**config.mk**
```make
export PLATFORM = sky130hd
export DESIGN_NAME = sd_card_spi_host_sequencer_top_flat
export DESIGN_NICKNAME = d
export VERILOG_FILES = /design/src/sdh_pkg.sv /design/src/sdh_if.sv /design/src/sdh_cfg.sv /design/src/sdh_core.sv /design/src/sdh_rq.sv /design/src/sd_card_spi_host_sequencer_top.sv /design/src/flat_wrapper.sv
export SDC_FILE = /design/constraint.sdc
export NUM_CORES = 1
export LEC_CHECK = 0
export BUFFER_PORTS_ARGS = -buffer_cell sky130_fd_sc_hd__clkbuf_2
export CAP_MARGIN = 10
export CORE_ASPECT_RATIO = 1.25
export CORE_UTILIZATION = 50
export DETAILED_ROUTE_END_ITERATION = 6
export MAX_ROUTING_LAYER = met4
export PLACE_DENSITY = 0.67
export SLEW_MARGIN = 20
export SYNTH_ARGS = -nofsm -noshare
export SYNTH_HDL_FRONTEND = slang
export SYNTH_HIERARCHICAL = 1
export SYNTH_SLANG_ARGS = --single-unit
```
**constraint.sdc**
```tcl
create_clock -name clk -period 21.1 [get_ports clk]
set_clock_uncertainty 0.15 [all_clocks]
set_input_delay 0 -clock clk [delete_from_list [all_inputs] [get_ports clk]]
set_output_delay 0 -clock clk [all_outputs]
set_load 0.1 [all_outputs]
```
**src/sdh_pkg.sv**
```systemverilog
// ----------------------------------------------------------------------------
// sdh_pkg
// Shared types, codes and sizes of the SD card SPI-mode host sequencer.
// ----------------------------------------------------------------------------
package sdh_pkg;

  // Host block size and counter widths
  localparam int BLOCK_BYTES = 512;
  localparam int CARD_BLOCK  = 512;
  localparam int BC_MAX      = (BLOCK_BYTES > CARD_BLOCK) ? BLOCK_BYTES : CARD_BLOCK;
  localparam int BC_W        = $clog2(BC_MAX + 1);

  // Result queue
  localparam int RQ_DEPTH = 8;
  localparam int RQ_AW    = $clog2(RQ_DEPTH);

  // Configuration register indexes
  localparam int CFG_IDX_W = 2;
  typedef enum logic [CFG_IDX_W-1:0] {
    CFG_READY_WAIT = 2'd0,
    CFG_TOKEN_WAIT = 2'd1,
    CFG_INIT_RETRY = 2'd2,
    CFG_RESP_POLL  = 2'd3
  } cfg_idx_e;

  localparam logic [15:0] READY_WAIT_RST = 16'd10000;
  localparam logic [15:0] TOKEN_WAIT_RST = 16'd1000;
  localparam logic [15:0] INIT_RETRY_RST = 16'd1000;
  localparam logic [7:0]  RESP_POLL_RST  = 8'd10;

  // Input item codes
  localparam logic [2:0] CMD_INIT  = 3'd0;
  localparam logic [2:0] CMD_READ  = 3'd1;
  localparam logic [2:0] CMD_WRITE = 3'd2;
  localparam logic [2:0] CMD_CARD  = 3'd3;
  localparam logic [2:0] CMD_WDATA = 3'd4;

  // Result kinds
  localparam logic [1:0] K_BUS  = 2'd0;
  localparam logic [1:0] K_DATA = 2'd1;
  localparam logic [1:0] K_WANT = 2'd2;
  localparam logic [1:0] K_DONE = 2'd3;

  // Done status codes
  localparam logic [2:0] ST_OK        = 3'd0;
  localparam logic [2:0] ST_READY_TO  = 3'd1;
  localparam logic [2:0] ST_CMD_REJ   = 3'd2;
  localparam logic [2:0] ST_BAD_TOKEN = 3'd3;
  localparam logic [2:0] ST_WR_REJ    = 3'd4;
  localparam logic [2:0] ST_INIT_FAIL = 3'd5;
  localparam logic [2:0] ST_BAD_LEN   = 3'd6;

  // Card types
  localparam logic [1:0] CT_UNKNOWN = 2'd0;
  localparam logic [1:0] CT_MMC     = 2'd1;
  localparam logic [1:0] CT_SD1     = 2'd2;
  localparam logic [1:0] CT_SD2     = 2'd3;

  // SPI bytes and command indexes
  localparam logic [7:0] B_IDLE    = 8'hFF;
  localparam logic [7:0] B_TOKEN   = 8'hFE;
  localparam logic [7:0] APP_FLAG  = 8'h80;
  localparam logic [7:0] C_CMD0    = 8'd0;
  localparam logic [7:0] C_CMD1    = 8'd1;
  localparam logic [7:0] C_CMD8    = 8'd8;
  localparam logic [7:0] C_CMD16   = 8'd16;
  localparam logic [7:0] C_CMD17   = 8'd17;
  localparam logic [7:0] C_CMD24   = 8'd24;
  localparam logic [7:0] C_CMD58   = 8'd58;
  localparam logic [7:0] C_ACMD41  = 8'h80 | 8'd41;

  // Configuration values handed to the core
  typedef struct packed {
    logic [15:0] ready_wait;
    logic [15:0] token_wait;
    logic [15:0] init_retry;
    logic [7:0]  resp_poll;
  } cfg_t;

  // One result item
  typedef struct packed {
    logic [1:0] kind;
    logic [7:0] bus_byte;
    logic       chip_select;
    logic [2:0] status;
    logic [1:0] card_kind;
    logic       block_addressing;
    logic       last;
  } res_t;

  // Push request from the core to the result queue
  typedef struct packed {
    logic [1:0] cnt;
    res_t       r0;
    res_t       r1;
  } push_t;

  // Command frame byte: index, argument MSB first, CRC
  function automatic logic [7:0] frame_byte(input logic [2:0] i, input logic app,
                                            input logic [7:0] cc, input logic [31:0] ca);
    logic [5:0]  idx;
    logic [31:0] arg;
    logic [7:0]  b;
    idx = app ? 6'd55 : cc[5:0];
    arg = app ? 32'd0 : ca;
    case (i)
      3'd0:    b = {2'b01, idx};
      3'd1:    b = arg[31:24];
      3'd2:    b = arg[23:16];
      3'd3:    b = arg[15:8];
      3'd4:    b = arg[7:0];
      default: b = (idx == 6'd0) ? 8'h95 : ((idx == 6'd8) ? 8'h87 : 8'h01);
    endcase
    return b;
  endfunction

endpackage

```
**src/sdh_if.sv**
```systemverilog
// ----------------------------------------------------------------------------
// sdh_in_if / sdh_out_if
// Valid/ready channels for request beats and result beats.
// ----------------------------------------------------------------------------
interface sdh_in_if;
  logic        valid;
  logic        ready;
  logic [2:0]  cmd;
  logic [31:0] sector;
  logic [7:0]  byte_in;

  modport source (output valid, cmd, sector, byte_in, input ready);
  modport sink   (input valid, cmd, sector, byte_in, output ready);
endinterface

interface sdh_out_if;
  logic       valid;
  logic       ready;
  logic [1:0] kind;
  logic [7:0] bus_byte;
  logic       chip_select;
  logic [2:0] status;
  logic [1:0] card_kind;
  logic       block_addressing;
  logic       last;

  modport source (output valid, kind, bus_byte, chip_select, status, card_kind,
                  block_addressing, last, input ready);
  modport sink   (input valid, kind, bus_byte, chip_select, status, card_kind,
                  block_addressing, last, output ready);
endinterface

```
**src/sdh_cfg.sv**
```systemverilog
// ----------------------------------------------------------------------------
// sdh_cfg
// Configuration register file: poll and retry limits.
// ----------------------------------------------------------------------------
module sdh_cfg (
  input  logic                          clk,
  input  logic                          rst_n,
  input  logic                          we,
  input  logic [sdh_pkg::CFG_IDX_W-1:0] idx,
  input  logic [15:0]                   data,
  output sdh_pkg::cfg_t                 cfg
);
  import sdh_pkg::*;

  cfg_t cfg_r;

  // Register writes
  always_ff @(posedge clk) begin
    if (!rst_n) begin
      cfg_r.ready_wait <= READY_WAIT_RST;
      cfg_r.token_wait <= TOKEN_WAIT_RST;
      cfg_r.init_retry <= INIT_RETRY_RST;
      cfg_r.resp_poll  <= RESP_POLL_RST;
    end else if (we) begin
      case (cfg_idx_e'(idx))
        CFG_READY_WAIT: cfg_r.ready_wait <= data;
        CFG_TOKEN_WAIT: cfg_r.token_wait <= data;
        CFG_INIT_RETRY: cfg_r.init_retry <= data;
        CFG_RESP_POLL:  cfg_r.resp_poll  <= data[7:0];
        default: ;
      endcase
    end
  end

  assign cfg = cfg_r;
endmodule

```
**src/sdh_core.sv**
```systemverilog
// ----------------------------------------------------------------------------
// sdh_core
// Input register and one-pass protocol step: decides the next bus byte.
// ----------------------------------------------------------------------------
module sdh_core (
  input  logic           clk,
  input  logic           rst_n,
  input  logic           in_take,
  input  logic [2:0]     in_cmd,
  input  logic [31:0]    in_sector,
  input  logic [7:0]     in_byte,
  input  sdh_pkg::cfg_t  cfg,
  output sdh_pkg::push_t push
);
  import sdh_pkg::*;

  typedef enum logic [4:0] {
    P_IDLE, P_I_CLK, P_I_CMD0, P_I_CMD8, P_I_R7, P_I_V2, P_I_CMD58, P_I_OCR,
    P_I_PROBE, P_I_V1, P_I_CMD16, P_RD_CMD, P_RD_TOKEN, P_RD_DATA, P_RD_CRC,
    P_WR_CMD, P_WR_READY, P_WR_TOKEN, P_WR_WANT, P_WR_DATA, P_WR_CRC, P_WR_RESP,
    P_WR_BUSY, P_WR_DUMMY, P_FINAL
  } phase_t;

  typedef enum logic [2:0] {
    CE_NONE, CE_DESEL, CE_SEL, CE_READY, CE_FRAME, CE_R1, CE_FAIL
  } stage_t;

  // Input register
  logic        iv_r;
  logic [2:0]  icmd_r;
  logic [31:0] isec_r;
  logic [7:0]  ibyte_r;

  // Sequencer state
  phase_t      ph_r, ph_nxt;
  stage_t      st_r, st_nxt;
  logic [1:0]  ct_r, ct_nxt;
  logic        ba_r, ba_nxt;
  logic [15:0] rc_r, rc_nxt;
  logic [15:0] pc_r, pc_nxt;
  logic [BC_W-1:0] bc_r, bc_nxt;
  logic [2:0]  fi_r, fi_nxt;
  logic [7:0]  cc_r, cc_nxt;
  logic [31:0] ca_r, ca_nxt;
  logic [7:0]  lr_r, lr_nxt;
  logic [15:0] rxw_r, rxw_nxt;
  logic        ocr_r, ocr_nxt;
  logic [2:0]  fs_r, fs_nxt;
  logic        cs_r, cs_nxt;
  logic        app_r, app_nxt;
  logic        to_r, to_nxt;

  push_t       push_nxt;

  always_comb begin
    logic        e_en;
    logic [1:0]  e_kind;
    logic [7:0]  e_byte;
    logic [2:0]  e_st;
    logic        rd;
    logic        sc;
    logic [7:0]  scc;
    logic [31:0] sca;
    logic        eg;
    logic        fc;
    logic [7:0]  fr;
    logic        fto;
    logic        fo;
    logic [2:0]  fst;
    logic        fin;
    logic [31:0] arg;
    res_t        rb;
    res_t        rdat;

    ph_nxt = ph_r;   st_nxt = st_r;   ct_nxt = ct_r;   ba_nxt = ba_r;
    rc_nxt = rc_r;   pc_nxt = pc_r;   bc_nxt = bc_r;   fi_nxt = fi_r;
    cc_nxt = cc_r;   ca_nxt = ca_r;   lr_nxt = lr_r;   rxw_nxt = rxw_r;
    ocr_nxt = ocr_r; fs_nxt = fs_r;   cs_nxt = cs_r;   app_nxt = app_r;
    to_nxt = to_r;
    e_en = 1'b0; e_kind = K_BUS; e_byte = 8'h00; e_st = ST_OK;
    rd = 1'b0; sc = 1'b0; scc = 8'h00; sca = 32'd0; eg = 1'b0;
    fc = 1'b0; fr = 8'h00; fto = 1'b0; fo = 1'b0; fst = ST_OK; fin = 1'b0;
    arg = ba_r ? isec_r : {isec_r[22:0], 9'd0};

    if (iv_r) begin
      case (icmd_r)
        CMD_INIT, CMD_READ, CMD_WRITE: begin
          if (ph_r == P_IDLE) begin
            if (icmd_r == CMD_INIT) begin
              ct_nxt = CT_UNKNOWN; ba_nxt = 1'b0; bc_nxt = '0; ph_nxt = P_I_CLK;
              e_en = 1'b1; e_byte = B_IDLE; cs_nxt = 1'b0;
            end else if (icmd_r == CMD_READ) begin
              ph_nxt = P_RD_CMD; sc = 1'b1; scc = C_CMD17; sca = arg;
            end else begin
              ph_nxt = P_WR_CMD; sc = 1'b1; scc = C_CMD24; sca = arg;
            end
          end
        end
        CMD_WDATA: begin
          if (ph_r == P_WR_WANT) begin
            ph_nxt = P_WR_DATA; e_en = 1'b1; e_byte = ibyte_r; cs_nxt = 1'b1;
          end
        end
        CMD_CARD: begin
          if (ph_r != P_IDLE && ph_r != P_WR_WANT) begin
            if (st_r != CE_NONE) begin
              // Command engine: select, ready poll, frame, R1 poll
              case (st_r)
                CE_DESEL: begin
                  st_nxt = CE_SEL; e_en = 1'b1; e_byte = B_IDLE; cs_nxt = 1'b1;
                end
                CE_SEL: begin
                  pc_nxt = '0; st_nxt = CE_READY;
                  e_en = 1'b1; e_byte = B_IDLE; cs_nxt = 1'b1;
                end
                CE_READY: begin
                  if (ibyte_r == B_IDLE) begin
                    fi_nxt = '0; st_nxt = CE_FRAME; e_en = 1'b1; cs_nxt = 1'b1;
                    e_byte = frame_byte(3'd0, app_r, cc_r, ca_r);
                  end else begin
                    pc_nxt = pc_r + 16'd1;
                    e_en = 1'b1; e_byte = B_IDLE;
                    if (pc_nxt >= cfg.ready_wait) begin
                      st_nxt = CE_FAIL; cs_nxt = 1'b0;
                    end else begin
                      cs_nxt = 1'b1;
                    end
                  end
                end
                CE_FRAME: begin
                  fi_nxt = fi_r + 3'd1;
                  e_en = 1'b1; cs_nxt = 1'b1;
                  if (fi_nxt < 3'd6) begin
                    e_byte = frame_byte(fi_nxt, app_r, cc_r, ca_r);
                  end else begin
                    pc_nxt = '0; st_nxt = CE_R1; e_byte = B_IDLE;
                  end
                end
                CE_R1: begin
                  pc_nxt = pc_r + 16'd1;
                  if (!ibyte_r[7] || pc_nxt >= {8'd0, cfg.resp_poll}) begin
                    fc = 1'b1; fr = ibyte_r; fto = 1'b0;
                  end else begin
                    e_en = 1'b1; e_byte = B_IDLE; cs_nxt = 1'b1;
                  end
                end
                CE_FAIL: begin
                  fc = 1'b1; fr = B_IDLE; fto = 1'b1;
                end
                default: st_nxt = CE_NONE;
              endcase
            end else begin
              // Operation phases between commands
              case (ph_r)
                P_I_CLK: begin
                  bc_nxt = bc_r + 1'b1;
                  if (bc_nxt < BC_W'(10)) begin
                    e_en = 1'b1; e_byte = B_IDLE; cs_nxt = 1'b0;
                  end else begin
                    ph_nxt = P_I_CMD0; sc = 1'b1; scc = C_CMD0; sca = 32'd0;
                  end
                end
                P_I_R7: begin
                  rxw_nxt = {rxw_r[7:0], ibyte_r}; bc_nxt = bc_r + 1'b1;
                  if (bc_nxt < BC_W'(4)) begin
                    e_en = 1'b1; e_byte = B_IDLE; cs_nxt = 1'b1;
                  end else if (rxw_nxt == 16'h01AA) begin
                    rc_nxt = '0; ph_nxt = P_I_V2;
                    sc = 1'b1; scc = C_ACMD41; sca = 32'h4000_0000;
                  end else begin
                    fin = 1'b1;
                  end
                end
                P_I_OCR: begin
                  if (bc_r == '0) ocr_nxt = ibyte_r[6];
                  bc_nxt = bc_r + 1'b1;
                  if (bc_nxt < BC_W'(4)) begin
                    e_en = 1'b1; e_byte = B_IDLE; cs_nxt = 1'b1;
                  end else begin
                    ct_nxt = CT_SD2; ba_nxt = ocr_nxt; fin = 1'b1;
                  end
                end
                P_RD_TOKEN: begin
                  if (ibyte_r != B_IDLE) begin
                    if (ibyte_r == B_TOKEN) begin
                      bc_nxt = '0; ph_nxt = P_RD_DATA;
                      e_en = 1'b1; e_byte = B_IDLE; cs_nxt = 1'b1;
                    end else begin
                      fo = 1'b1; fst = ST_BAD_TOKEN;
                    end
                  end else begin
                    pc_nxt = pc_r + 16'd1;
                    if (pc_nxt >= cfg.token_wait) begin
                      fo = 1'b1; fst = ST_BAD_TOKEN;
                    end else begin
                      e_en = 1'b1; e_byte = B_IDLE; cs_nxt = 1'b1;
                    end
                  end
                end
                P_RD_DATA: begin
                  rd = 1'b1; bc_nxt = bc_r + 1'b1;
                  if (bc_nxt >= BC_W'(CARD_BLOCK)) begin
                    bc_nxt = '0; ph_nxt = P_RD_CRC;
                  end
                  e_en = 1'b1; e_byte = B_IDLE; cs_nxt = 1'b1;
                end
                P_RD_CRC: begin
                  bc_nxt = bc_r + 1'b1;
                  if (bc_nxt < BC_W'(2)) begin
                    e_en = 1'b1; e_byte = B_IDLE; cs_nxt = 1'b1;
                  end else begin
                    fo = 1'b1; fst = ST_OK;
                  end
                end
                P_WR_READY: begin
                  if (ibyte_r == B_IDLE) begin
                    ph_nxt = P_WR_TOKEN; e_en = 1'b1; e_byte = B_TOKEN; cs_nxt = 1'b1;
                  end else begin
                    pc_nxt = pc_r + 16'd1;
                    if (pc_nxt >= cfg.ready_wait) begin
                      fo = 1'b1; fst = ST_READY_TO;
                    end else begin
                      e_en = 1'b1; e_byte = B_IDLE; cs_nxt = 1'b1;
                    end
                  end
                end
                P_WR_TOKEN: begin
                  bc_nxt = '0; ph_nxt = P_WR_WANT; e_en = 1'b1; e_kind = K_WANT;
                end
                P_WR_DATA: begin
                  bc_nxt = bc_r + 1'b1;
                  if (bc_nxt < BC_W'(BLOCK_BYTES)) begin
                    ph_nxt = P_WR_WANT; e_en = 1'b1; e_kind = K_WANT;
                  end else begin
                    bc_nxt = '0; ph_nxt = P_WR_CRC;
                    e_en = 1'b1; e_byte = B_IDLE; cs_nxt = 1'b1;
                  end
                end
                P_WR_CRC: begin
                  bc_nxt = bc_r + 1'b1;
                  if (bc_nxt >= BC_W'(2)) ph_nxt = P_WR_RESP;
                  e_en = 1'b1; e_byte = B_IDLE; cs_nxt = 1'b1;
                end
                P_WR_RESP: begin
                  if (ibyte_r[4:0] != 5'h05) begin
                    fo = 1'b1; fst = ST_WR_REJ;
                  end else begin
                    ph_nxt = P_WR_BUSY; e_en = 1'b1; e_byte = B_IDLE; cs_nxt = 1'b1;
                  end
                end
                P_WR_BUSY: begin
                  if (ibyte_r != 8'h00) begin
                    bc_nxt = '0; ph_nxt = P_WR_DUMMY;
                  end
                  e_en = 1'b1; e_byte = B_IDLE; cs_nxt = 1'b1;
                end
                P_WR_DUMMY: begin
                  bc_nxt = bc_r + 1'b1;
                  if (bc_nxt < BC_W'(6)) begin
                    e_en = 1'b1; e_byte = B_IDLE; cs_nxt = 1'b1;
                  end else begin
                    fo = 1'b1; fst = ST_OK;
                  end
                end
                P_FINAL: begin
                  ph_nxt = P_IDLE; cs_nxt = 1'b0;
                  e_en = 1'b1; e_kind = K_DONE; e_st = fs_r;
                end
                default: ;
              endcase
            end
          end
        end
        default: ;
      endcase
    end

    // Command finished: APP prefix step, then per-phase response handling
    if (fc) begin
      st_nxt = CE_NONE;
      if (app_r && fr <= 8'd1) begin
        app_nxt = 1'b0; to_nxt = 1'b0; eg = 1'b1;
      end else begin
        app_nxt = 1'b0; lr_nxt = fr; to_nxt = fto;
        case (ph_r)
          P_I_CMD0: begin
            if (fr != 8'd1) fin = 1'b1;
            else begin
              ph_nxt = P_I_CMD8; sc = 1'b1; scc = C_CMD8; sca = 32'h0000_01AA;
            end
          end
          P_I_CMD8: begin
            if (fr == 8'd1) begin
              bc_nxt = '0; rxw_nxt = '0; ph_nxt = P_I_R7;
              e_en = 1'b1; e_byte = B_IDLE; cs_nxt = 1'b1;
            end else begin
              ph_nxt = P_I_PROBE; sc = 1'b1; scc = C_ACMD41; sca = 32'd0;
            end
          end
          P_I_V2: begin
            if (fr == 8'd0) begin
              ph_nxt = P_I_CMD58; sc = 1'b1; scc = C_CMD58; sca = 32'd0;
            end else begin
              rc_nxt = rc_r + 16'd1;
              if (rc_nxt >= cfg.init_retry) fin = 1'b1;
              else begin
                sc = 1'b1; scc = cc_r; sca = ca_r;
              end
            end
          end
          P_I_CMD58: begin
            if (fr == 8'd0) begin
              bc_nxt = '0; rxw_nxt = '0; ph_nxt = P_I_OCR;
              e_en = 1'b1; e_byte = B_IDLE; cs_nxt = 1'b1;
            end else begin
              fin = 1'b1;
            end
          end
          P_I_PROBE: begin
            sc = 1'b1; sca = 32'd0; rc_nxt = '0; ph_nxt = P_I_V1;
            if (fr <= 8'd1) begin
              ct_nxt = CT_SD1; scc = C_ACMD41;
            end else begin
              ct_nxt = CT_MMC; scc = C_CMD1;
            end
          end
          P_I_V1: begin
            if (fr == 8'd0) begin
              ph_nxt = P_I_CMD16; sc = 1'b1; scc = C_CMD16; sca = 32'(CARD_BLOCK);
            end else begin
              rc_nxt = rc_r + 16'd1;
              if (rc_nxt >= cfg.init_retry) begin
                ct_nxt = CT_UNKNOWN; fin = 1'b1;
              end else begin
                sc = 1'b1; scc = cc_r; sca = ca_r;
              end
            end
          end
          P_I_CMD16: begin
            if (fr != 8'd0) ct_nxt = CT_UNKNOWN;
            fin = 1'b1;
          end
          P_RD_CMD, P_WR_CMD: begin
            if (fto) begin
              fo = 1'b1; fst = ST_READY_TO;
            end else if (fr != 8'd0) begin
              fo = 1'b1; fst = ST_CMD_REJ;
            end else if (ph_r == P_WR_CMD && BLOCK_BYTES != CARD_BLOCK) begin
              fo = 1'b1; fst = ST_BAD_LEN;
            end else begin
              pc_nxt = '0; ph_nxt = (ph_r == P_RD_CMD) ? P_RD_TOKEN : P_WR_READY;
              e_en = 1'b1; e_byte = B_IDLE; cs_nxt = 1'b1;
            end
          end
          default: ;
        endcase
      end
    end

    // Command start and operation end, both emit a deselect byte
    if (sc) begin
      cc_nxt = scc; ca_nxt = sca; app_nxt = scc[7]; to_nxt = 1'b0; eg = 1'b1;
    end
    if (eg) begin
      st_nxt = CE_DESEL; e_en = 1'b1; e_kind = K_BUS; e_byte = B_IDLE; cs_nxt = 1'b0;
    end
    if (fo || fin) begin
      fs_nxt = fin ? ((ct_nxt == CT_UNKNOWN) ? ST_INIT_FAIL : ST_OK) : fst;
      ph_nxt = P_FINAL; e_en = 1'b1; e_kind = K_BUS; e_byte = B_IDLE; e_st = ST_OK;
      cs_nxt = 1'b0;
    end

    // Result beats
    rb.kind = e_kind;           rb.bus_byte = e_byte;
    rb.chip_select = cs_nxt;    rb.status = e_st;
    rb.card_kind = ct_nxt;      rb.block_addressing = ba_nxt;
    rb.last = 1'b1;
    rdat.kind = K_DATA;         rdat.bus_byte = ibyte_r;
    rdat.chip_select = cs_r;    rdat.status = ST_OK;
    rdat.card_kind = ct_nxt;    rdat.block_addressing = ba_nxt;
    rdat.last = 1'b0;
    push_nxt.cnt = {1'b0, e_en} + {1'b0, rd};
    push_nxt.r0  = rd ? rdat : rb;
    push_nxt.r1  = rb;
  end

  // State and input register
  always_ff @(posedge clk) begin
    if (!rst_n) begin
      iv_r <= 1'b0;
      ph_r <= P_IDLE;  st_r <= CE_NONE; ct_r <= CT_UNKNOWN; ba_r <= 1'b0;
      rc_r <= '0;      pc_r <= '0;      bc_r <= '0;         fi_r <= '0;
      cc_r <= '0;      ca_r <= '0;      lr_r <= '0;         rxw_r <= '0;
      ocr_r <= 1'b0;   fs_r <= ST_OK;   cs_r <= 1'b0;       app_r <= 1'b0;
      to_r <= 1'b0;
    end else begin
      iv_r <= in_take;
      ph_r <= ph_nxt;  st_r <= st_nxt;  ct_r <= ct_nxt;     ba_r <= ba_nxt;
      rc_r <= rc_nxt;  pc_r <= pc_nxt;  bc_r <= bc_nxt;     fi_r <= fi_nxt;
      cc_r <= cc_nxt;  ca_r <= ca_nxt;  lr_r <= lr_nxt;     rxw_r <= rxw_nxt;
      ocr_r <= ocr_nxt; fs_r <= fs_nxt; cs_r <= cs_nxt;     app_r <= app_nxt;
      to_r <= to_nxt;
    end
  end

  always_ff @(posedge clk) begin
    if (in_take) begin
      icmd_r  <= in_cmd;
      isec_r  <= in_sector;
      ibyte_r <= in_byte;
    end
  end

  assign push = push_nxt;
endmodule

```
**src/sdh_rq.sv**
```systemverilog
// ----------------------------------------------------------------------------
// sdh_rq
// Result queue: takes up to two result beats a cycle, hands out one.
// ----------------------------------------------------------------------------
module sdh_rq (
  input  logic                     clk,
  input  logic                     rst_n,
  input  sdh_pkg::push_t           push,
  input  logic                     pop,
  output logic                     valid,
  output sdh_pkg::res_t            head,
  output logic [sdh_pkg::RQ_AW:0]  count
);
  import sdh_pkg::*;

  res_t              q_r [RQ_DEPTH];
  logic [RQ_AW-1:0]  wp_r, rp_r;
  logic [RQ_AW:0]    cnt_r, cnt_nxt;

  assign cnt_nxt = cnt_r + (RQ_AW+1)'(push.cnt) - (RQ_AW+1)'(pop);

  // Pointers and fill level
  always_ff @(posedge clk) begin
    if (!rst_n) begin
      wp_r  <= '0;
      rp_r  <= '0;
      cnt_r <= '0;
    end else begin
      wp_r  <= wp_r + RQ_AW'(push.cnt);
      rp_r  <= rp_r + RQ_AW'(pop);
      cnt_r <= cnt_nxt;
    end
  end

  // Entry writes
  always_ff @(posedge clk) begin
    if (push.cnt != 2'd0) q_r[wp_r] <= push.r0;
    if (push.cnt == 2'd2) q_r[wp_r + RQ_AW'(1)] <= push.r1;
  end

  assign valid = (cnt_r != '0);
  assign head  = q_r[rp_r];
  assign count = cnt_r;
endmodule

```
**src/sd_card_spi_host_sequencer_top.sv**
```systemverilog
// ----------------------------------------------------------------------------
// sd_card_spi_host_sequencer_top
// SD card SPI-mode host sequencer: init, block read and block write.
// ----------------------------------------------------------------------------
// Channel  | Dir | Handshake          | Payload
// in_bus   | in  | valid/ready        | cmd, sector, byte_in
// out_bus  | out | valid/ready        | kind, bus_byte, chip_select, status,
//          |     |                    | card_kind, block_addressing, last
// cfg_*    | in  | cfg_we, no wait    | cfg_index, cfg_data
//
// One request beat per cycle while in_bus.ready is high; its results pass
// through the input register, then the result queue; up to two result beats per input.
// in_bus.ready drops while the 8-entry result queue holds more than four
// beats, so an output stall backs up the input after a few beats.
// Synchronous active-low reset; no clearing pass.
// ----------------------------------------------------------------------------
module sd_card_spi_host_sequencer_top (
  input  logic                          clk,
  input  logic                          rst_n,
  sdh_in_if.sink                        in_bus,
  sdh_out_if.source                     out_bus,
  input  logic                          cfg_we,
  input  logic [sdh_pkg::CFG_IDX_W-1:0] cfg_index,
  input  logic [15:0]                   cfg_data
);
  import sdh_pkg::*;

  cfg_t           cfg;
  push_t          push;
  res_t           head;
  logic [RQ_AW:0] rq_count;
  logic           in_take;

  // Room for the register in flight and the new beat
  assign in_bus.ready = (rq_count <= (RQ_AW+1)'(RQ_DEPTH - 4));
  assign in_take      = in_bus.valid & in_bus.ready;

  sdh_cfg u_cfg (
    .clk  (clk),
    .rst_n(rst_n),
    .we   (cfg_we),
    .idx  (cfg_index),
    .data (cfg_data),
    .cfg  (cfg)
  );

  sdh_core u_core (
    .clk      (clk),
    .rst_n    (rst_n),
    .in_take  (in_take),
    .in_cmd   (in_bus.cmd),
    .in_sector(in_bus.sector),
    .in_byte  (in_bus.byte_in),
    .cfg      (cfg),
    .push     (push)
  );

  sdh_rq u_rq (
    .clk  (clk),
    .rst_n(rst_n),
    .push (push),
    .pop  (out_bus.valid & out_bus.ready),
    .valid(out_bus.valid),
    .head (head),
    .count(rq_count)
  );

  assign out_bus.kind             = head.kind;
  assign out_bus.bus_byte         = head.bus_byte;
  assign out_bus.chip_select      = head.chip_select;
  assign out_bus.status           = head.status;
  assign out_bus.card_kind        = head.card_kind;
  assign out_bus.block_addressing = head.block_addressing;
  assign out_bus.last             = head.last;
endmodule

```
**src/flat_wrapper.sv**
```systemverilog
// flat-port wrapper written by rule: the top's interface ports become plain ports
module sd_card_spi_host_sequencer_top_flat import sdh_pkg::*;
  (clk, rst_n, cfg_we, cfg_index, cfg_data, in_bus_valid, in_bus_cmd, in_bus_sector, in_bus_byte_in, in_bus_ready, out_bus_valid, out_bus_kind, out_bus_bus_byte, out_bus_chip_select, out_bus_status, out_bus_card_kind, out_bus_block_addressing, out_bus_last, out_bus_ready);
  sdh_in_if in_bus_i ();
  sdh_out_if out_bus_i ();
  input  logic clk;
  input  logic rst_n;
  input  logic cfg_we;
  input  logic [sdh_pkg::CFG_IDX_W-1:0] cfg_index;
  input  logic [15:0] cfg_data;
  input wire logic [$bits(in_bus_i.valid)-1:0] in_bus_valid;
  input wire logic [$bits(in_bus_i.cmd)-1:0] in_bus_cmd;
  input wire logic [$bits(in_bus_i.sector)-1:0] in_bus_sector;
  input wire logic [$bits(in_bus_i.byte_in)-1:0] in_bus_byte_in;
  output wire logic [$bits(in_bus_i.ready)-1:0] in_bus_ready;
  output wire logic [$bits(out_bus_i.valid)-1:0] out_bus_valid;
  output wire logic [$bits(out_bus_i.kind)-1:0] out_bus_kind;
  output wire logic [$bits(out_bus_i.bus_byte)-1:0] out_bus_bus_byte;
  output wire logic [$bits(out_bus_i.chip_select)-1:0] out_bus_chip_select;
  output wire logic [$bits(out_bus_i.status)-1:0] out_bus_status;
  output wire logic [$bits(out_bus_i.card_kind)-1:0] out_bus_card_kind;
  output wire logic [$bits(out_bus_i.block_addressing)-1:0] out_bus_block_addressing;
  output wire logic [$bits(out_bus_i.last)-1:0] out_bus_last;
  input wire logic [$bits(out_bus_i.ready)-1:0] out_bus_ready;
  assign in_bus_i.valid = in_bus_valid;
  assign in_bus_i.cmd = in_bus_cmd;
  assign in_bus_i.sector = in_bus_sector;
  assign in_bus_i.byte_in = in_bus_byte_in;
  assign in_bus_ready = in_bus_i.ready;
  assign out_bus_valid = out_bus_i.valid;
  assign out_bus_kind = out_bus_i.kind;
  assign out_bus_bus_byte = out_bus_i.bus_byte;
  assign out_bus_chip_select = out_bus_i.chip_select;
  assign out_bus_status = out_bus_i.status;
  assign out_bus_card_kind = out_bus_i.card_kind;
  assign out_bus_block_addressing = out_bus_i.block_addressing;
  assign out_bus_last = out_bus_i.last;
  assign out_bus_i.ready = out_bus_ready;
  sd_card_spi_host_sequencer_top u_core (.clk(clk), .rst_n(rst_n), .in_bus(in_bus_i), .out_bus(out_bus_i), .cfg_we(cfg_we), .cfg_index(cfg_index), .cfg_data(cfg_data));
endmodule
```
== After elaboration in Yosys (flattened, before gate mapping) ==
Memories as Yosys holds them, arrays and structs flattened. A register that Yosys moved wholly into a read port is not among the register bits.
Index checks and enable logic that the tools add are counted.

* Word-level logic and storage cells: 529
* Memories: 1
* Memory bits (writable): 144
* Output and inout port bits: 20
* Input port bits: 66
* Bits in registers: 228

{| class="wikitable"
|+ Memories
! memory !! depth !! width !! read ports !! clocked after memory_dff !! wr ports !! line !! source
|-
| u_core.u_rq.q_r || 8 || 18 || 1 || 1 || 2 || sdh_rq.sv:16 || <nowiki>res_t q_r [RQ_DEPTH];</nowiki>
|}

* Add/sub/neg operators: 10
* Multiplexer cells: 368
* $lt $le $gt $ge: 14
* Equality and inequality tests: 57
* Bitwise logic cells: 5
* Reduce and logical (&&, ||, !) cells: 46

{| class="wikitable"
|+ Operator list
! kind !! count
|-
| 16-bit two-way mux || 31
|-
| 8-bit two-way mux || 49
|-
| 32-bit two-way mux || 12
|-
| 32-bit one-hot mux with 5 select lines || 1
|-
| 31-bit two-way mux || 5
|-
| 10-bit two-way mux || 14
|-
| 1-bit two-way mux || 135
|-
| 5-bit two-way mux || 27
|-
| 16-bit one-hot mux with 2 select lines || 3
|-
| 8-bit one-hot mux with 5 select lines || 2
|-
| 3-bit two-way mux || 26
|-
| 8-bit one-hot mux with 9 select lines || 1
|-
| 16-bit one-hot mux with 4 select lines || 1
|-
| 32-bit one-hot mux with 2 select lines || 1
|-
| 10-bit one-hot mux with 6 select lines || 1
|-
| 5-bit one-hot mux with 11 select lines || 1
|-
| 16-bit greater-or-equal comparator || 3
|-
| 8-bit one-hot mux with 3 select lines || 2
|-
| 5-bit equality test, second input constant || 9
|-
| 2-bit two-way mux || 22
|-
| 5-bit by 4-bit equality test with 1-bit output, second input constant || 8
|-
| 10-bit one-hot mux with 2 select lines || 2
|-
| 5-bit one-hot mux with 7 select lines || 1
|-
| 16-bit by 1-bit adder with 16-bit output, second input constant || 2
|-
| 78 further kinds || 141
|}

== Logic depth before layout (Yosys ltp) ==
Gate-level depths: netlist of run 1.

* Word-level depth: 21
* Depth in mapped cells: 29
* Mapped depth without buffers: 25

== Cells and area by module ==
Netlist of run 1, hierarchy kept.

{| class="wikitable"
|+ Modules (own cells, without submodules)
! module !! sequential area each (um2) !! cells each !! area an instance (um2) !! instances
|-
| sdh_core || 3493.4 || 1549 || 12249.2 || 1
|-
| sdh_rq || 4524.3 || 441 || 7823.8 || 1
|-
| sdh_cfg || 1121.1 || 215 || 2200.9 || 1
|-
| sd_card_spi_host_sequencer_top || 0.0 || 4 || 30.0 || 1
|}

== Least setup slack after synthesis of run 1 ==
OpenSTA, ideal clock, no wires.

* Kind: register to register
* Start: register u_core.u_core.pc_r[0]
* End: memory u_core/u_rq/q_r[1][0] (netlist bit), enable pin
* Cell stages (with the launch flop): 21
* Clock period less this slack: 6.666 ns
* Setup time: 0.421 ns
* Path buffers: 3
* Path slack: 14.434 ns
* Required time: 20.529 ns
* Arrival: 6.095 ns
* Path through: dfxtp_1 > and3_1 > and3_1 > clkbuf_1 > and3_1 > xor2_1 > ha_1 > and3_1 > a221o_1 > a41oi_1 > o21ai_0 > a211oi_1 > o2111ai_1 > a21boi_2 > and3b_1 > buf_6 > buf_6 > nand3_1 > ha_1 > o21ai_0 > o31ai_1

{| class="wikitable"
|+ RTL lines
! what !! line !! source
|-
| start, declared || sdh_core.sv:40 || <nowiki>logic [15:0] pc_r, pc_nxt;</nowiki>
|-
| start signal, assigned || sdh_core.sv:399 || <nowiki>rc_r <= rc_nxt; pc_r <= pc_nxt; bc_r <= bc_nxt; fi_r <= fi_nxt;</nowiki>
|-
| end, declared || sdh_rq.sv:16 ||
|}

==> results by group, run 1 <==
Clock network
  • Resize count post-CTS: 0
  • H-tree Lvls: 2
  • Worst skew pair latency: 0.59 ns
  • CTS buffer count: 40
  • Clock sinks: 363
  • CTS max path bufs: 3
  • CTS tree: built
  • CTS clock-pin slew for the worst setup and hold paths: 0.06 ns
  • CTS Root Cell: clkbuf_16

Global route
  • Antenna violations before repair: 0
  • Total GRT Usage: 32.6%
  • Vias in the first global route: 18,400
  • GR met3 Demand/Resource: 4.54%
  • Gr ovfl total: 0
  • Met2 GRT Util: 56.4%
  • Met1 usage: 35.3%
  • Wire length of the first global-routing pass: 109,000 um
  • Largest net degree at the start of global routing: 71
  • Top Usage Layer GRT: met2

Worst setup path
  • Critical Path AT: 7.95 ns
  • Worst setup SP type: flop
  • Worst Path Required: 21.27 ns
  • Worst r2r src: u_core/u_core/pc_r[0]
  • Reg-to-reg critical path endpoint: u_core/u_rq/q_r[6][5]
  • Crit Path Class: flop to flop
  • R2R depth: 18
  • R2r setup slk: 13.32 ns
  • Worst Path Max Fanout: 18
  • CP Capture Type: flop

STA
  • Fmax: 0.128 GHz
  • Hold Fails Final Rpt: 0
  • Fin crit share: 36.9%
  • Setup TNS Final: 0 ns
  • Least-Margin Pin Slew: 1.11 ns
  • Crit path time final: 7.78 ns
  • Relative slew slack: 25.3%
  • RSZ-0062 raised after global routing: no
  • Max-slew violation count: 0
  • # setup viols final: 0
  • Worst setup margin: 13.32 ns

Finish
  • Ant. Diodes: 0
  • Post-layout util: 58.2%
  • Area Growth Syn to Fin: 14.9%
  • Fillers: 3,748
  • Share of cells above drive strength 1: 18.9%
  • Final Non-Filler Cells: 2,945
  • Final net count: 2,485

Hold path
  • HP Start: in_bus_valid
  • WHS Endpoint: u_core/u_core/ibyte_r[0]
  • WHS Path Cells: 3
  • Min-delay worst type: primary input to flop

Yosys
  • Post-Syn Area: 22,300 um^2
  • Cells after Synth: 2,209
  • Async S/R FF share, synth: 0%
  • Top FF cell, synth: edfxtp_1
  • Synthesized flop and latch total: 363
  • Syn Nets: 2,353
  • Distinct cells, synth: 103
  • Mean Syn Cell Area: 10.1 um^2
  • Sequential cell area fraction in the yosys report: 41.0%
  • Syn. warnings: 6
  • Number of flops mapped to enable cells by yosys: 187

Outcome
  • Run status: finished with violations
  • Failing checks: DRC

Route
  • Total wire length: 71,500 um
  • Vias per cell: 6.24
  • Vias: 18,400
  • 1st-pass router iterations: 7
  • Violation count after the first detailed-route iteration: 1,352
  • Drt wl/cell: 24.3 um
  • Post-DRT Antenna Nets: 0
  • Drt drc: 3

Placed design
  • Pre-CTS setup slack: 13.46 ns
  • Port bufs: 85
  • DP Cell Count: 2,752
  • Routability Congestion: 1.03
  • Post-DP HPWL: 50,600 um

Die
  • Initial Utilization: 50.7%
  • Row cnt: 86
  • I/O pin total: 86
  • Die height: 238 um
  • Die area: 45,500 um^2
  • Chip width: 191 um
  • Core Region: 44,000 um^2

Flow run
  • Total of max-cap violations: 0

Power
  • Max IR drop VDD: 0.0925 mV
  • Total power: 1.99 mW
  • Power Dens Cells: 77.6 nW/um^2
  • Pleak: 9.88 nW
==> where the power goes <==
group / switching, mW / internal, mW
Sequential: 0.0289 / 0.780
Clock: 0.312 / 0.404
Combinational: 0.310 / 0.153
Total: 0.651 / 1.34
==> Yosys cell counts, types with 37 or more instances <==
cell type	n	area, um^2
nand3_1	44	220
mux2i_1	89	891
ha_1	76	951
edfxtp_1	187	5620
nor2_1	146	548
mux4_2	37	833
nand2_1	167	627
mux2_2	165	1860
inv_1	89	334
a21oi_1	107	536
o21ai_0	117	586
dfxtp_1	176	3520
nor2b_1	39	244
clkbuf_1	83	312
nor3_1	42	210
buf_2	38	190
and3_1	38	238
==> cell type report <==
cell class / instances / area (um^2) / share of cell area (%)
clock buffers: 52 / 1110 / 4.34
clock inverters: 22 / 226 / 0.884
inverters: 91 / 342 / 1.33
multi-input cells: 1604 / 12200 / 47.6
flip-flops and latches: 363 / 9140 / 35.7
well taps: 572 / 716 / 2.79
repair buffers: 241 / 1900 / 7.40
==> critical path, cell delays in order (launching register included) <==
cell       delay (ns)
dfxtp_1          0.59
and3_1           0.35
and3_1           0.31
and3_1           0.25
xor2_1           0.33
ha_1             0.33
o211ai_1         0.10
o2111a_1         0.20
o2111ai_1        0.23
nor4_1           0.58
a21boi_2         0.32
o311ai_2         0.42
and2_1           0.39
and3b_1          0.60
nand3_1          0.24
ha_1             0.48
nand4b_1         0.38
nor2_2           0.84
mux2_2           0.42
==> per-layer routing <==
metal	up-vias	wire length, um	part of all wire [%]
met5	-	0	0
met4	0	4480	6.3
met3	189	3380	4.7
met2	613	36900	52
met1	8991	26700	37
li1	8584	-	-
==> cell usage in the layout (no fill, tap or decap), drive strengths merged, types with 76 or more instances in the layout <==
cell type / synthesis / final
mux2: 165 / 165
dlygate4sd3: 0 / 119
a21oi: 107 / 107
nand2: 171 / 171
ha: 76 / 76
nor2: 148 / 148
edfxtp: 187 / 187
clkbuf: 83 / 136
inv: 89 / 92
dfxtp: 176 / 176
o21ai: 122 / 122
mux2i: 89 / 89
==> flip-flops by register name (all words and copies together) (netlist names), 2 cells and up <==
name,cells
u_core/u_core/fs_r,3
u_core/u_core/rc_r,16
u_core/u_core/pc_r,16
u_core/u_core/icmd_r,3
u_core/u_core/ct_r,2
u_core/u_rq/wp_r,3
u_core/u_core/ph_r,5
u_core/u_core/fi_r,3
u_core/u_core/cc_r,7
u_core/u_cfg/cfg,56
u_core/u_core/ibyte_r,8
u_core/u_core/bc_r,10
u_core/u_core/ca_r,32
u_core/u_rq/rp_r,3
u_core/u_core/isec_r,32
u_core/u_rq/count,4
u_core/u_core/rxw_r,8
u_core/u_core/st_r,3
u_core/u_rq/q_r,144
==> timing repair <==
action | 4_1_cts | 5_1_grt
endpoints found under the setup margin | 0 | 0
endpoints found under the hold margin | 118 | 0
hold buffers | 119 | 0
buffers inserted | 0 | 0
==> cells by family (layout without fill, tap and decap cells) <==
family                     Yosys count  after routing  share of synthesized area [%]
and+or+nand+nor                    662            662                           15.6
AOI/OAI and AO/OA                  519            519                           15.9
DFF                                363            363                           41.0
muxes                              291            291                           16.1
buffers and inverters              242            406                           4.82
adders and majority gates           80             80                           4.53
xor gates and xnor gates            51             51                           2.12
other                                1              1                         0.0168
==> through the flow <==
| step | hold slack [ns] | area (um^2) |
|---|---|---|
| 2_1_floorplan | -0.0511 | 22300 |
| 3_3_place_gp | 0.0264 | 23100 |
| 3_5_place_dp | 0.0287 | 23100 |
| 4_1_cts | 0.0452 | 25600 |
| 5_1_grt | 0.0728 | 25600 |
| 6_report | 0.0314 | 25600 |
==> worst max-delay path by stage <==
stage                                     start                endpoint  slack (ns)  cells past startpoint
after floorplan           u_core/u_core/pc_r[0]   u_core/u_rq/q_r[1][0]       14.43                     20
after global placement    u_core/u_core/pc_r[0]   u_core/u_rq/q_r[6][9]       13.74                     18
after detailed placement  u_core/u_core/pc_r[0]  u_core/u_rq/q_r[6][12]       13.46                     18
after CTS                 u_core/u_core/pc_r[0]   u_core/u_rq/q_r[6][5]       13.43                     18
after global routing      u_core/u_core/pc_r[2]   u_core/u_rq/q_r[6][5]       12.65                     18
final                     u_core/u_core/pc_r[0]   u_core/u_rq/q_r[6][5]       13.32                     18
Power figures use the tool's default switching activity.
==> run 2: changes to the inputs <==
- clock period: 21.1 -> 7.2 ns (I/O delays scaled with it)
==> results by group, run 2 (synthesized netlist as in run 1, its figures left out) <==
Outcome
  • Run status: finished with violations
  • Failing checks: DRC

Die
  • Die area: 45,500 um^2
  • I/O pin total: 86
  • Core Region: 44,000 um^2
  • Row cnt: 86
  • Initial Utilization: 50.7%
  • Chip width: 191 um
  • Die height: 238 um

Worst setup path
  • Worst Path Max Fanout: 18
  • Buf+Inv Stages, Crit Path: 3
  • Worst Path Required: 7.22 ns
  • Crit-path cells: ha_1 > nand2_1 > nor2_1 > xor2_1 > ha_1 > a21o_1 > a221o_1 > a41oi_1 > o21ai_0 > a211oi_1 > buf_4 > o2111ai_1 > a21boi_2 > buf_4 > and3b_1 > nand3_1 > ha_1 > o21ai_0 > buf_4 > o31ai_4
  • Slowest cell on the critical path: o31ai_4
  • Family with the most delay on the worst path: compound AO/OA/AOI/OAI gates
  • CP peak stage delay: 0.84 ns
  • Worst setup SP type: flop
  • CP Capture Type: flop
  • Crit Path Class: flop to flop
  • Critical Path AT: 6.71 ns

Finish
  • Ant. Diodes: 0
  • Biggest register: u_core/u_rq/q_r
  • Area Growth Syn to Fin: 15.1%
  • Share of cells above drive strength 1: 19.4%
  • Most frequent cells in the layout: 187 x edfxtp_1, 174 x dfxtp_1, 167 x nand2_1
  • Final net count: 2,502
  • Fin area: 25,700 um^2
  • Commonest non-fill, non-tap cell in the layout: edfxtp_1
  • Max FFs per register: 144

Placed design
  • Port bufs: 85
  • Routability Congestion: 1.00
  • Post-DP HPWL: 51,500 um
  • Cell Area, Placed: 23,200 um^2

Clock network
  • Clock sinks: 363
  • H-tree Lvls: 2
  • Resize count post-CTS: 0
  • Setup Fix Bufs, Post-CTS: 0
  • CTS clock-pin slew for the worst setup and hold paths: 0.06 ns
  • CTS max path bufs: 3
  • Cts hold-fix bufs: 113
  • CTS tree: built
  • Worst skew pair latency: 0.57 ns
  • CTS Root Cell: clkbuf_16
  • CTS buffer count: 39

STA
  • RSZ-0062 raised after global routing: no
  • Relative slew slack: 27.4%
  • Least-Margin Pin Slew: 1.09 ns
  • Fin crit share: 92.9%
  • # setup viols final: 0
  • Fmax: 0.150 GHz
  • Setup TNS Final: 0 ns
  • Hold Fails Final Rpt: 0
  • Max-slew violation count: 0
  • Crit path time final: 6.69 ns

Route
  • Vias per cell: 6.24
  • Vias: 18,500
  • Drt drc: 1
  • 1st-pass router iterations: 7
  • Total wire length: 71,700 um
  • Violation count after the first detailed-route iteration: 1,280
  • Drt wl/cell: 24.2 um
  • Post-DRT Antenna Nets: 0

Power
  • Pleak: 9.95 nW
  • Max IR drop VDD: 0.315 mV
  • Psw: 1.85 mW
  • Flop pwr share: 41.1%
  • Power Dens Cells: 225 nW/um^2
  • Internal: 3.92 mW
  • Sw frac: 32.0%
  • Comb power frac: 23.6%
  • Clk pwr share: 35.3%

Hold path
  • Min-delay worst type: primary input to flop

Global route
  • Largest net degree at the start of global routing: 78
  • Gr ovfl total: 0
  • Wire length of the first global-routing pass: 109,000 um
  • Vias in the first global route: 18,500
  • Antenna violations before repair: 0
  • Total GRT Usage: 32.4%

Flow run
  • Total of max-cap violations: 0
## run 2: area by class of cell
class,count,area [um^2]
clock buffers,54,1090
clock inverters,16,188
fillers,3743,18300
inverters,91,342
multi-input cells,1604,12200
flip-flops and latches,363,9140
well taps,572,716
repair buffers,259,2020
## run 2: worst register-to-register path, delay by kind of cell (launching register included)
| family | cells | cell delay (ns) |
|---|---|---|
| buf+inv | 3 | 0.62 |
| fa+ha+maj | 3 | 1.21 |
| xor+xnor | 1 | 0.31 |
| flops | 1 | 0.45 |
| simple gates | 4 | 0.99 |
| compound gates | 9 | 2.58 |
## run 2: per-stage QoR
step,setup slack (ns),hold WS (ns),util [%],instances,power (mW)
after detailed placement,0.571,0.0286,52.8,2776,3.72
after global routing,0.191,0.0704,58.3,2959,5.98
final,0.512,0.0474,58.3,2959,5.76
after CTS,0.524,0.0489,58.3,2959,5.81
after global placement,0.769,0.0263,52.8,2776,3.70
after floorplan,0.534,-0.0511,-,2209,3.39
## run 2: final timing paths
check | to | slack [ns] | start | cells after the start
worst max register to register | u_core/u_rq/q_r[1][5] | 0.51 | u_core/u_core/pc_r[1] | 20
worst min register to register | u_core/u_cfg/cfg[38] | 0.31 | u_core/u_cfg/cfg[38] | 2
worst max-delay path | u_core/u_rq/q_r[1][5] | 0.51 | u_core/u_core/pc_r[1] | 20
worst min-delay path | u_core/u_core/ibyte_r[6] | 0.05 | in_bus_valid | 3
## run 2: routing by layer
metal | wire length, um | global-route usage, % | share of wire (%)
met1 | 26900 | 34.8 | 38
met4 | 4620 | 19.3 | 6.4
met3 | 3230 | 4.13 | 4.5
met2 | 37000 | 56.7 | 52
met5 | 0 | - | 0
## run 2: power groups by stage
stage	registers [mW]	clock network, mW	logic (mW)
after global routing	2.38	2.16	1.44
after floorplan	2.37	0	1.02
after detailed placement	2.41	0	1.31
final	2.37	2.03	1.36
after CTS	2.37	2.09	1.36
after global placement	2.41	0	1.29
